`src/rtl/tvrq_pkg.sv`:
```
// Shared types, register indexes and the class-to-category map for the track vote qualifier.
package tvrq_pkg;

    localparam int NUM_CLASSES_DEF = 6;
    localparam int VOTE_WIDTH_DEF  = 24;
    localparam int CFG_DATA_W      = 16;
    localparam int RESULT_WEIGHT_W = 24;

    localparam logic [2:0] NO_CLASS = 3'd6;

    typedef enum logic [1:0] {
        MODE_IDLE  = 2'd0,
        MODE_TRACK = 2'd1,
        MODE_LOST  = 2'd2
    } mode_t;

    typedef enum logic [2:0] {
        CFG_ROW_MIN          = 3'd0,
        CFG_ROW_MAX          = 3'd1,
        CFG_TRACK_MARGIN     = 3'd2,
        CFG_LOST_LIMIT       = 3'd3,
        CFG_MIN_TRACK_FRAMES = 3'd4,
        CFG_COOLDOWN_MS      = 3'd5
    } cfg_index_t;

    typedef enum logic [1:0] {
        CAT_SUPPLY  = 2'd0,
        CAT_VEHICLE = 2'd1,
        CAT_WEAPON  = 2'd2,
        CAT_NONE    = 2'd3
    } category_t;

    typedef struct packed {
        logic        target_found;
        logic [7:0]  target_row;
        logic [2:0]  class_index;
        logic [15:0] vote_weight;
        logic [31:0] time_ms;
    } in_item_t;

    typedef struct packed {
        logic        result_valid;
        logic [1:0]  result_category;
        logic [2:0]  result_class;
        logic [23:0] result_weight;
        logic [15:0] result_frames;
        logic [31:0] result_lost_ms;
        logic        cooldown_drop;
        logic [1:0]  track_mode;
        logic        track_confirmed;
        logic [2:0]  leading_class;
    } out_item_t;

    // Fixed map from classifier label to reported category.
    function automatic logic [1:0] class_category(input logic [2:0] cls);
        logic [1:0] cat;
        case (cls)
            3'd0:    cat = CAT_WEAPON;
            3'd1:    cat = CAT_SUPPLY;
            3'd2:    cat = CAT_VEHICLE;
            3'd3:    cat = CAT_WEAPON;
            3'd4:    cat = CAT_SUPPLY;
            3'd5:    cat = CAT_VEHICLE;
            default: cat = CAT_NONE;
        endcase
        return cat;
    endfunction

endpackage

```
`src/rtl/track_vote_result_qualifier_unit.sv`:
```
// Top level of the track vote qualifier: tracking state machine, class votes and result register.
//
// One item is taken per clock cycle while stall is low. The tracking state (mode, counters,
// per-class vote accumulators and the leading class) is updated in the same cycle the item
// is accepted, and the result item is written to the output register. A one-deep skid
// register sits behind the output register, so items keep flowing while a result waits;
// stall is raised towards the source only when both are full. The per-class vote
// accumulators are flip-flops cleared together whenever a track ends, so there is no
// clearing pass after reset. Configuration writes are always ready.
module track_vote_result_qualifier_unit #(
    parameter int NUM_CLASSES = tvrq_pkg::NUM_CLASSES_DEF,
    parameter int VOTE_WIDTH  = tvrq_pkg::VOTE_WIDTH_DEF
) (
    input  logic                                clk,
    input  logic                                rst_n,
    input  logic                                in_valid,
    output logic                                in_stall,
    input  tvrq_pkg::in_item_t                  in_item,
    output logic                                out_valid,
    input  logic                                out_stall,
    output tvrq_pkg::out_item_t                 out_item,
    input  logic                                cfg_valid,
    output logic                                cfg_ready,
    input  logic [2:0]                          cfg_index,
    input  logic [tvrq_pkg::CFG_DATA_W-1:0]     cfg_data
);
    import tvrq_pkg::*;

    localparam int CLS_W  = (NUM_CLASSES > 1) ? $clog2(NUM_CLASSES) : 1;
    localparam int WSAT_W = (VOTE_WIDTH > RESULT_WEIGHT_W) ? VOTE_WIDTH : RESULT_WEIGHT_W;
    localparam logic [VOTE_WIDTH-1:0] VOTE_MAX = {VOTE_WIDTH{1'b1}};

    // Configuration registers
    logic [7:0]  row_min_reg;
    logic [7:0]  row_max_reg;
    logic [3:0]  track_margin_reg;
    logic [7:0]  lost_limit_reg;
    logic [7:0]  min_frames_reg;
    logic [15:0] cooldown_reg;

    // Tracking state
    mode_t                 mode_reg,        mode_next;
    logic [15:0]           tracked_reg,     tracked_next;
    logic [7:0]            missed_reg,      missed_next;
    logic [VOTE_WIDTH-1:0] votes_reg [NUM_CLASSES];
    logic [VOTE_WIDTH-1:0] votes_next [NUM_CLASSES];
    logic [VOTE_WIDTH-1:0] best_total_reg,  best_total_next;
    logic [2:0]            best_class_reg,  best_class_next;
    logic [31:0]           miss_start_reg,  miss_start_next;
    logic [31:0]           last_emit_reg,   last_emit_next;
    logic                  have_emitted_reg, have_emitted_next;

    // Output register and skid
    logic      out_valid_reg;
    out_item_t out_reg;
    logic      skid_valid_reg;
    out_item_t skid_reg;

    logic                  in_accept;
    logic                  out_free;
    logic                  in_zone;
    logic                  cls_ok;
    logic [CLS_W-1:0]      cls_idx;
    logic [VOTE_WIDTH:0]   vote_sum;
    logic [VOTE_WIDTH-1:0] vote_sat;
    logic [7:0]            missed_inc;
    logic                  finalize;
    logic                  clear_track;
    logic                  emit;
    logic [31:0]           since_emit;
    logic [WSAT_W-1:0]     best_wide;
    out_item_t             result;

    assign cfg_ready = 1'b1;
    assign in_stall  = skid_valid_reg;
    assign in_accept = in_valid && !skid_valid_reg;
    assign out_free  = !out_valid_reg || !out_stall;
    assign out_valid = out_valid_reg;
    assign out_item  = out_reg;

    always_ff @(posedge clk or negedge rst_n)
    begin
        if (!rst_n)
        begin
            row_min_reg      <= 8'd60;
            row_max_reg      <= 8'd200;
            track_margin_reg <= 4'd4;
            lost_limit_reg   <= 8'd5;
            min_frames_reg   <= 8'd3;
            cooldown_reg     <= 16'd1000;
        end
        else if (cfg_valid)
        begin
            case (cfg_index)
                CFG_ROW_MIN:          row_min_reg      <= cfg_data[7:0];
                CFG_ROW_MAX:          row_max_reg      <= cfg_data[7:0];
                CFG_TRACK_MARGIN:     track_margin_reg <= cfg_data[3:0];
                CFG_LOST_LIMIT:       lost_limit_reg   <= cfg_data[7:0];
                CFG_MIN_TRACK_FRAMES: min_frames_reg   <= cfg_data[7:0];
                CFG_COOLDOWN_MS:      cooldown_reg     <= cfg_data;
                default:              ;
            endcase
        end
    end

    // The widened zone is tested as row + margin >= row_min and row <= row_max + margin,
    // which needs no signed arithmetic and cannot wrap.
    always_comb
    begin
        logic [8:0] margin;
        margin  = (mode_reg == MODE_TRACK) ? {5'd0, track_margin_reg} : 9'd0;
        in_zone = in_item.target_found
               && ({1'b0, in_item.target_row} + margin >= {1'b0, row_min_reg})
               && ({1'b0, in_item.target_row} <= {1'b0, row_max_reg} + margin);
    end

    assign cls_ok   = {2'b00, in_item.class_index} < 5'(NUM_CLASSES);
    assign cls_idx  = CLS_W'(in_item.class_index);
    assign vote_sum = {1'b0, votes_reg[cls_idx]} + (VOTE_WIDTH+1)'(in_item.vote_weight);
    assign vote_sat = vote_sum[VOTE_WIDTH] ? VOTE_MAX : vote_sum[VOTE_WIDTH-1:0];
    assign missed_inc = (&missed_reg) ? missed_reg : missed_reg + 8'd1;

    // Next state before any end-of-track handling.
    logic                  vote_hit;
    logic                  short_track;
    mode_t                 mode_mid;
    logic [15:0]           tracked_mid;
    logic [7:0]            missed_mid;
    logic [VOTE_WIDTH-1:0] best_total_mid;
    logic [2:0]            best_class_mid;

    always_comb
    begin
        vote_hit        = 1'b0;
        short_track     = 1'b0;
        mode_mid        = mode_reg;
        tracked_mid     = tracked_reg;
        missed_mid      = missed_reg;
        best_total_mid  = best_total_reg;
        best_class_mid  = best_class_reg;
        miss_start_next = miss_start_reg;
        if (in_zone)
        begin
            if (cls_ok)
            begin
                vote_hit = 1'b1;
                if (vote_sat > best_total_reg)
                begin
                    best_total_mid = vote_sat;
                    best_class_mid = in_item.class_index;
                end
            end
            if (mode_reg == MODE_LOST)
            begin
                missed_mid = 8'd0;
            end
            mode_mid    = MODE_TRACK;
            tracked_mid = (&tracked_reg) ? tracked_reg : tracked_reg + 16'd1;
        end
        else if (mode_reg == MODE_TRACK)
        begin
            if (missed_reg == 8'd0)
            begin
                miss_start_next = in_item.time_ms;
            end
            missed_mid = missed_inc;
            if (missed_inc >= lost_limit_reg)
            begin
                if (tracked_reg < {8'd0, min_frames_reg})
                begin
                    short_track = 1'b1;
                end
                else
                begin
                    mode_mid = MODE_LOST;
                end
            end
        end
        else if (mode_reg == MODE_LOST)
        begin
            missed_mid = missed_inc;
        end
    end

    assign finalize   = (mode_mid == MODE_LOST) && (missed_mid >= lost_limit_reg)
                     && (tracked_mid >= {8'd0, min_frames_reg});
    assign since_emit = in_item.time_ms - last_emit_reg;
    assign emit       = finalize && !(have_emitted_reg && (since_emit < {16'd0, cooldown_reg}));
    assign clear_track = short_track || finalize;
    assign best_wide  = WSAT_W'(best_total_mid);

    always_comb
    begin
        mode_next         = clear_track ? MODE_IDLE : mode_mid;
        tracked_next      = clear_track ? 16'd0 : tracked_mid;
        missed_next       = clear_track ? 8'd0 : missed_mid;
        best_total_next   = clear_track ? '0 : best_total_mid;
        best_class_next   = clear_track ? NO_CLASS : best_class_mid;
        last_emit_next    = emit ? in_item.time_ms : last_emit_reg;
        have_emitted_next = have_emitted_reg || emit;
        for (int i = 0; i < NUM_CLASSES; i++)
        begin
            if (clear_track)
            begin
                votes_next[i] = '0;
            end
            else if (vote_hit && (cls_idx == CLS_W'(i)))
            begin
                votes_next[i] = vote_sat;
            end
            else
            begin
                votes_next[i] = votes_reg[i];
            end
        end
    end

    always_comb
    begin
        result                 = '0;
        result.result_category = CAT_NONE;
        if (emit)
        begin
            result.result_valid = 1'b1;
            if (best_class_mid < NO_CLASS)
            begin
                result.result_class    = best_class_mid;
                result.result_category = class_category(best_class_mid);
            end
            result.result_weight  = (best_wide > WSAT_W'({RESULT_WEIGHT_W{1'b1}}))
                                  ? {RESULT_WEIGHT_W{1'b1}}
                                  : best_wide[RESULT_WEIGHT_W-1:0];
            result.result_frames  = tracked_mid;
            result.result_lost_ms = in_item.time_ms - miss_start_next;
        end
        result.cooldown_drop   = finalize && !emit;
        result.track_mode      = mode_next;
        result.track_confirmed = tracked_next >= {8'd0, min_frames_reg};
        result.leading_class   = best_class_next;
    end

    always_ff @(posedge clk or negedge rst_n)
    begin
        if (!rst_n)
        begin
            mode_reg         <= MODE_IDLE;
            tracked_reg      <= 16'd0;
            missed_reg       <= 8'd0;
            best_total_reg   <= '0;
            best_class_reg   <= NO_CLASS;
            miss_start_reg   <= 32'd0;
            last_emit_reg    <= 32'd0;
            have_emitted_reg <= 1'b0;
            for (int i = 0; i < NUM_CLASSES; i++)
            begin
                votes_reg[i] <= '0;
            end
        end
        else if (in_accept)
        begin
            mode_reg         <= mode_next;
            tracked_reg      <= tracked_next;
            missed_reg       <= missed_next;
            best_total_reg   <= best_total_next;
            best_class_reg   <= best_class_next;
            miss_start_reg   <= miss_start_next;
            last_emit_reg    <= last_emit_next;
            have_emitted_reg <= have_emitted_next;
            for (int i = 0; i < NUM_CLASSES; i++)
            begin
                votes_reg[i] <= votes_next[i];
            end
        end
    end

    // The skid only fills while the output register is held; it drains first.
    always_ff @(posedge clk or negedge rst_n)
    begin
        if (!rst_n)
        begin
            out_valid_reg  <= 1'b0;
            skid_valid_reg <= 1'b0;
        end
        else if (out_free)
        begin
            out_valid_reg  <= skid_valid_reg || in_accept;
            skid_valid_reg <= 1'b0;
        end
        else if (in_accept)
        begin
            skid_valid_reg <= 1'b1;
        end
    end

    always_ff @(posedge clk)
    begin
        if (out_free)
        begin
            out_reg <= skid_valid_reg ? skid_reg : result;
        end
        else if (in_accept)
        begin
            skid_reg <= result;
        end
    end

endmodule

```
`config.mk`:
```
export PLATFORM = sky130hd
export DESIGN_NAME = track_vote_result_qualifier_unit
export DESIGN_NICKNAME = d
export VERILOG_FILES = /design/src/rtl/tvrq_pkg.sv /design/src/rtl/track_vote_result_qualifier_unit.sv
export SDC_FILE = /design/constraint.sdc
export NUM_CORES = 1
export LEC_CHECK = 0
export ABC_AREA = 1
export ABC_CLOCK_PERIOD_IN_PS = 7050
export BUFFER_PORTS_ARGS = -buffer_cell sky130_fd_sc_hd__buf_2
export CORE_MARGIN = 3
export CORE_UTILIZATION = 56
export DETAILED_ROUTE_END_ITERATION = 6
export HOLD_SLACK_MARGIN = 0.06
export PLACE_DENSITY = 0.86
export SLEW_MARGIN = 20
export SYNTH_ARGS = -nofsm -noshare
export SYNTH_HDL_FRONTEND = slang
export SYNTH_SLANG_ARGS = --single-unit
```
`constraint.sdc`:
```
create_clock -name clk -period 7.05 [get_ports clk]
set_input_delay 1.41 -clock clk [delete_from_list [all_inputs] [get_ports clk]]
set_output_delay 1.41 -clock clk [all_outputs]
set_load 0.02 [all_outputs]
```
==> flow_summary.yaml <==
drt:
  dr_total_vias: 24700
  initialDrtViolationCount: 2469
  routed_wl_um: 76400
  firstDrtPassIters: 6
  antenna_left: 0
  drcViolationCount: 0
  wire_per_inst_um: 17.6
  avgViaCountPerCell: 5.70
sta:
  clock_skew_ps: 44.7
  finalHoldViolations: 0
  max_slew_margin_pct: 23.7
  fin_crit_sh_pct: 92.1
  drv_slew: 0
  setup_ws_ps: 555
  post-route-min-period_ps: 6500
  tightest_slew_ps: 1140
  finalSetupViolations: 0
  max_clock_freq_ghz: 0.154
floorplanning:
  die_w_um: 231
  start_util_pct: 57.4
  dieArea_um2: 53500
  die_h_um: 231
  ios: 172
  core_um2: 49600
  num_rows: 81
power_and_ir_drop:
  power_uw: 13300
  vdd_ir_drop_max_v: 0.000271
  power_density_nw_per_um2: 414
  p_leak_uw: 0.0154
global_route:
  overflow: 0
  grt_usage_pct: 28.3
  grt_busiest_layer: "met2"
  gr-usage-met2_pct: 47.2
  grt_pass1_vias: 24000
  use_met3_pct: 4.68
  grt_max_degree: 118
  antenna_found_initial: 7
  grt_pass1_wl_um: 123000
  grt_use_met1_pct: 37.8
setup_path:
  critical_path_peak_fanout: 6
  crit_path_end_kind: "register"
  cp_data_required_time_ps: 7440
  crit_arrival_ps: 6890
  critPathSlowestCell: "ha_1"
  timing_worst_setup_path_type: "in -> reg"
  r2r_slack_ps: 610
  cpMostUsedCell: "nand2_1"
  start_kind: "input pin"
  slowest_delay_ps: 300
synth:
  ys_warn_count: 0
  syn_nets: 3701
  ys_async_sr_fraction_pct: 65.0
  ys_ff_latch: 486
  synth_edf_count: 170
  avgSynthCellArea_um2: 8.28
  synthCells: 3433
  netlist_area_um2: 28400
  synth_cell_types: 60
  seq_area_frac_synth_pct: 45.9
  synth_flop_cell: "dfrtp_1"
place:
  portBuffers: 170
  gp_congestion: 0.990
  pre_cts_ws_ps: -115
  place_area_um2: 30400
  hpwlAfterDp_um: 53800
clock_tree:
  cts_tree: "yes"
  h-tree-depth: 2
  cts_buffer_depth: 3
  cts_buffers: 51
  clkSinkCount: 486
  cts_root_buffer: "clkbuf_16"
  clk_pin_slew_ps: 60
  worstSkewPairLatency_ps: 640
final_layout:
  largest_reg_flops: 144
  layout-drive-gt1-share_pct: 12.7
  layout.nets: 3888
  final_area_um2: 32200
  syn_to_final_growth_pct: 13.1
outcome:
  status: "finished, final reports clean"
run:
  cap_viol_max_count: 0
min_path:
  hold_class: "reg -> reg"
-- final cells by class --
| cell class | count | area [µm²] |
|---|---|---|
| antenna | 2 | 5.00 |
| clock buffer | 70 | 1450 |
| clock inverter | 26 | 258 |
| fill | 4025 | 17400 |
| inverter | 400 | 1510 |
| multi-input combinational | 2415 | 13400 |
| sequential | 486 | 13000 |
| tap | 664 | 831 |
| timing repair buffer | 266 | 1670 |
-- cells by family after synthesis --
logic type	count (synthesis)	synth area share, %
muxes	1	0.0352
buffers and inverters	532	7.52
AOI/OAI and AO/OA	730	15.0
DFF	486	45.9
adders and majority gates	184	8.18
xor gates and xnor gates	88	2.71
and+or+nand+nor	1411	20.7
other	1	0.0132
-- layer usage --
layer,up-vias,part of all wire (%),routed length (µm)
met2,1047,47,35800
met1,11600,42,31900
met3,159,8.2,6280
met5,-,0.097,74
li1,11900,-,-
met4,10,3.0,2290
-- synthesized netlist by cell type (27+ instances only) --
master    instances  area share [%]
a31oi_1          28            0.62
nor2_1          231             3.1
o21ai_1         143             2.5
a21oi_1         156             2.7
buf_2            35            0.62
o21ai_0         193             3.4
xor2_1           57             1.8
o22ai_1          59             1.3
clkbuf_1         71            0.94
ha_1            181             8.0
a22oi_1          27            0.71
o21a_1           32            0.85
nand3_1         150             2.6
xnor2_1          31            0.96
inv_1           391             5.2
edfxtp_1        170              18
dfrtp_1         296              26
nand4_1          31            0.68
nand2_1         900              12
nor3_1           31            0.55
-- final timing paths --
path	startpoint	endpoint	cells after the start
max reg2reg	mode_reg[0]	out_item[3]	42
min	lost_limit_reg[1]	lost_limit_reg[1]	2
max in group asynchronous	rst_n	votes_reg[63]	2
min in group asynchronous	rst_n	tracked_reg[2]	1
max	in_item[52]	out_item[3]	55
min reg2reg	lost_limit_reg[1]	lost_limit_reg[1]	2
-- what timing repair did --
item	in CTS	in global routing
hold buffers	0	0
buffers inserted	0	1
resized for setup	0	13
setup endpoints to repair	0	19
-- worst max-delay path: cells and delay by family --
family	cells	cell delay [ps]
AND/OR/NAND/NOR	32	2380
adder cells (fa/ha/maj)	4	950
buffers and inverters	7	480
AO/OA/AOI/OAI	9	1210
XOR/XNOR	3	430
-- through the flow --
step	setup TNS, ps	hold slack [ps]	utilization (%)	cells
global route	-24.8	507	64.9	4327
floorplan	0	446	-	3433
detailed placement	-293	472	61.3	4230
CTS	0	488	64.8	4326
finish	0	486	64.9	4329
global placement	0	465	61.3	4230
-- report_power, final --
group / switching [µW] / leakage (µW) / internal (µW)
registers: 376 / 0.00562 / 3750
clock network: 1180 / 0.000838 / 1560
logic: 4110 / 0.00896 / 2340
total: 5670 / 0.0154 / 7650
-- placed cells by master, fill, tap and decap left out, types with 7 or more instances in the layout --
cell and instances:
a211oi_1 7, buf_2 169, nor3_1 30, inv_2 10
a21oi_1 156, a21o_1 17, xor2_1 56, buf_12 7
inv_1 388, clkbuf_1 11, o21bai_1 7, nor2_2 8
clkbuf_16 53, o21a_1 32, o21ai_0 191, ha_1 181
nand2_1 896, nand2_4 17, dfrtp_1 294, a31oi_1 27
a221o_1 15, o211ai_1 8, nand3_1 149, nand4_1 31
xnor2_1 31, edfxtp_1 170, o22ai_1 59, buf_4 88
o21ai_1 145, a22oi_1 27, nand2_2 22, clkinv_2 12
nor2_1 226, o22ai_2 9, dfstp_2 20
No activity file was read; power rests on OpenSTA's default activity.
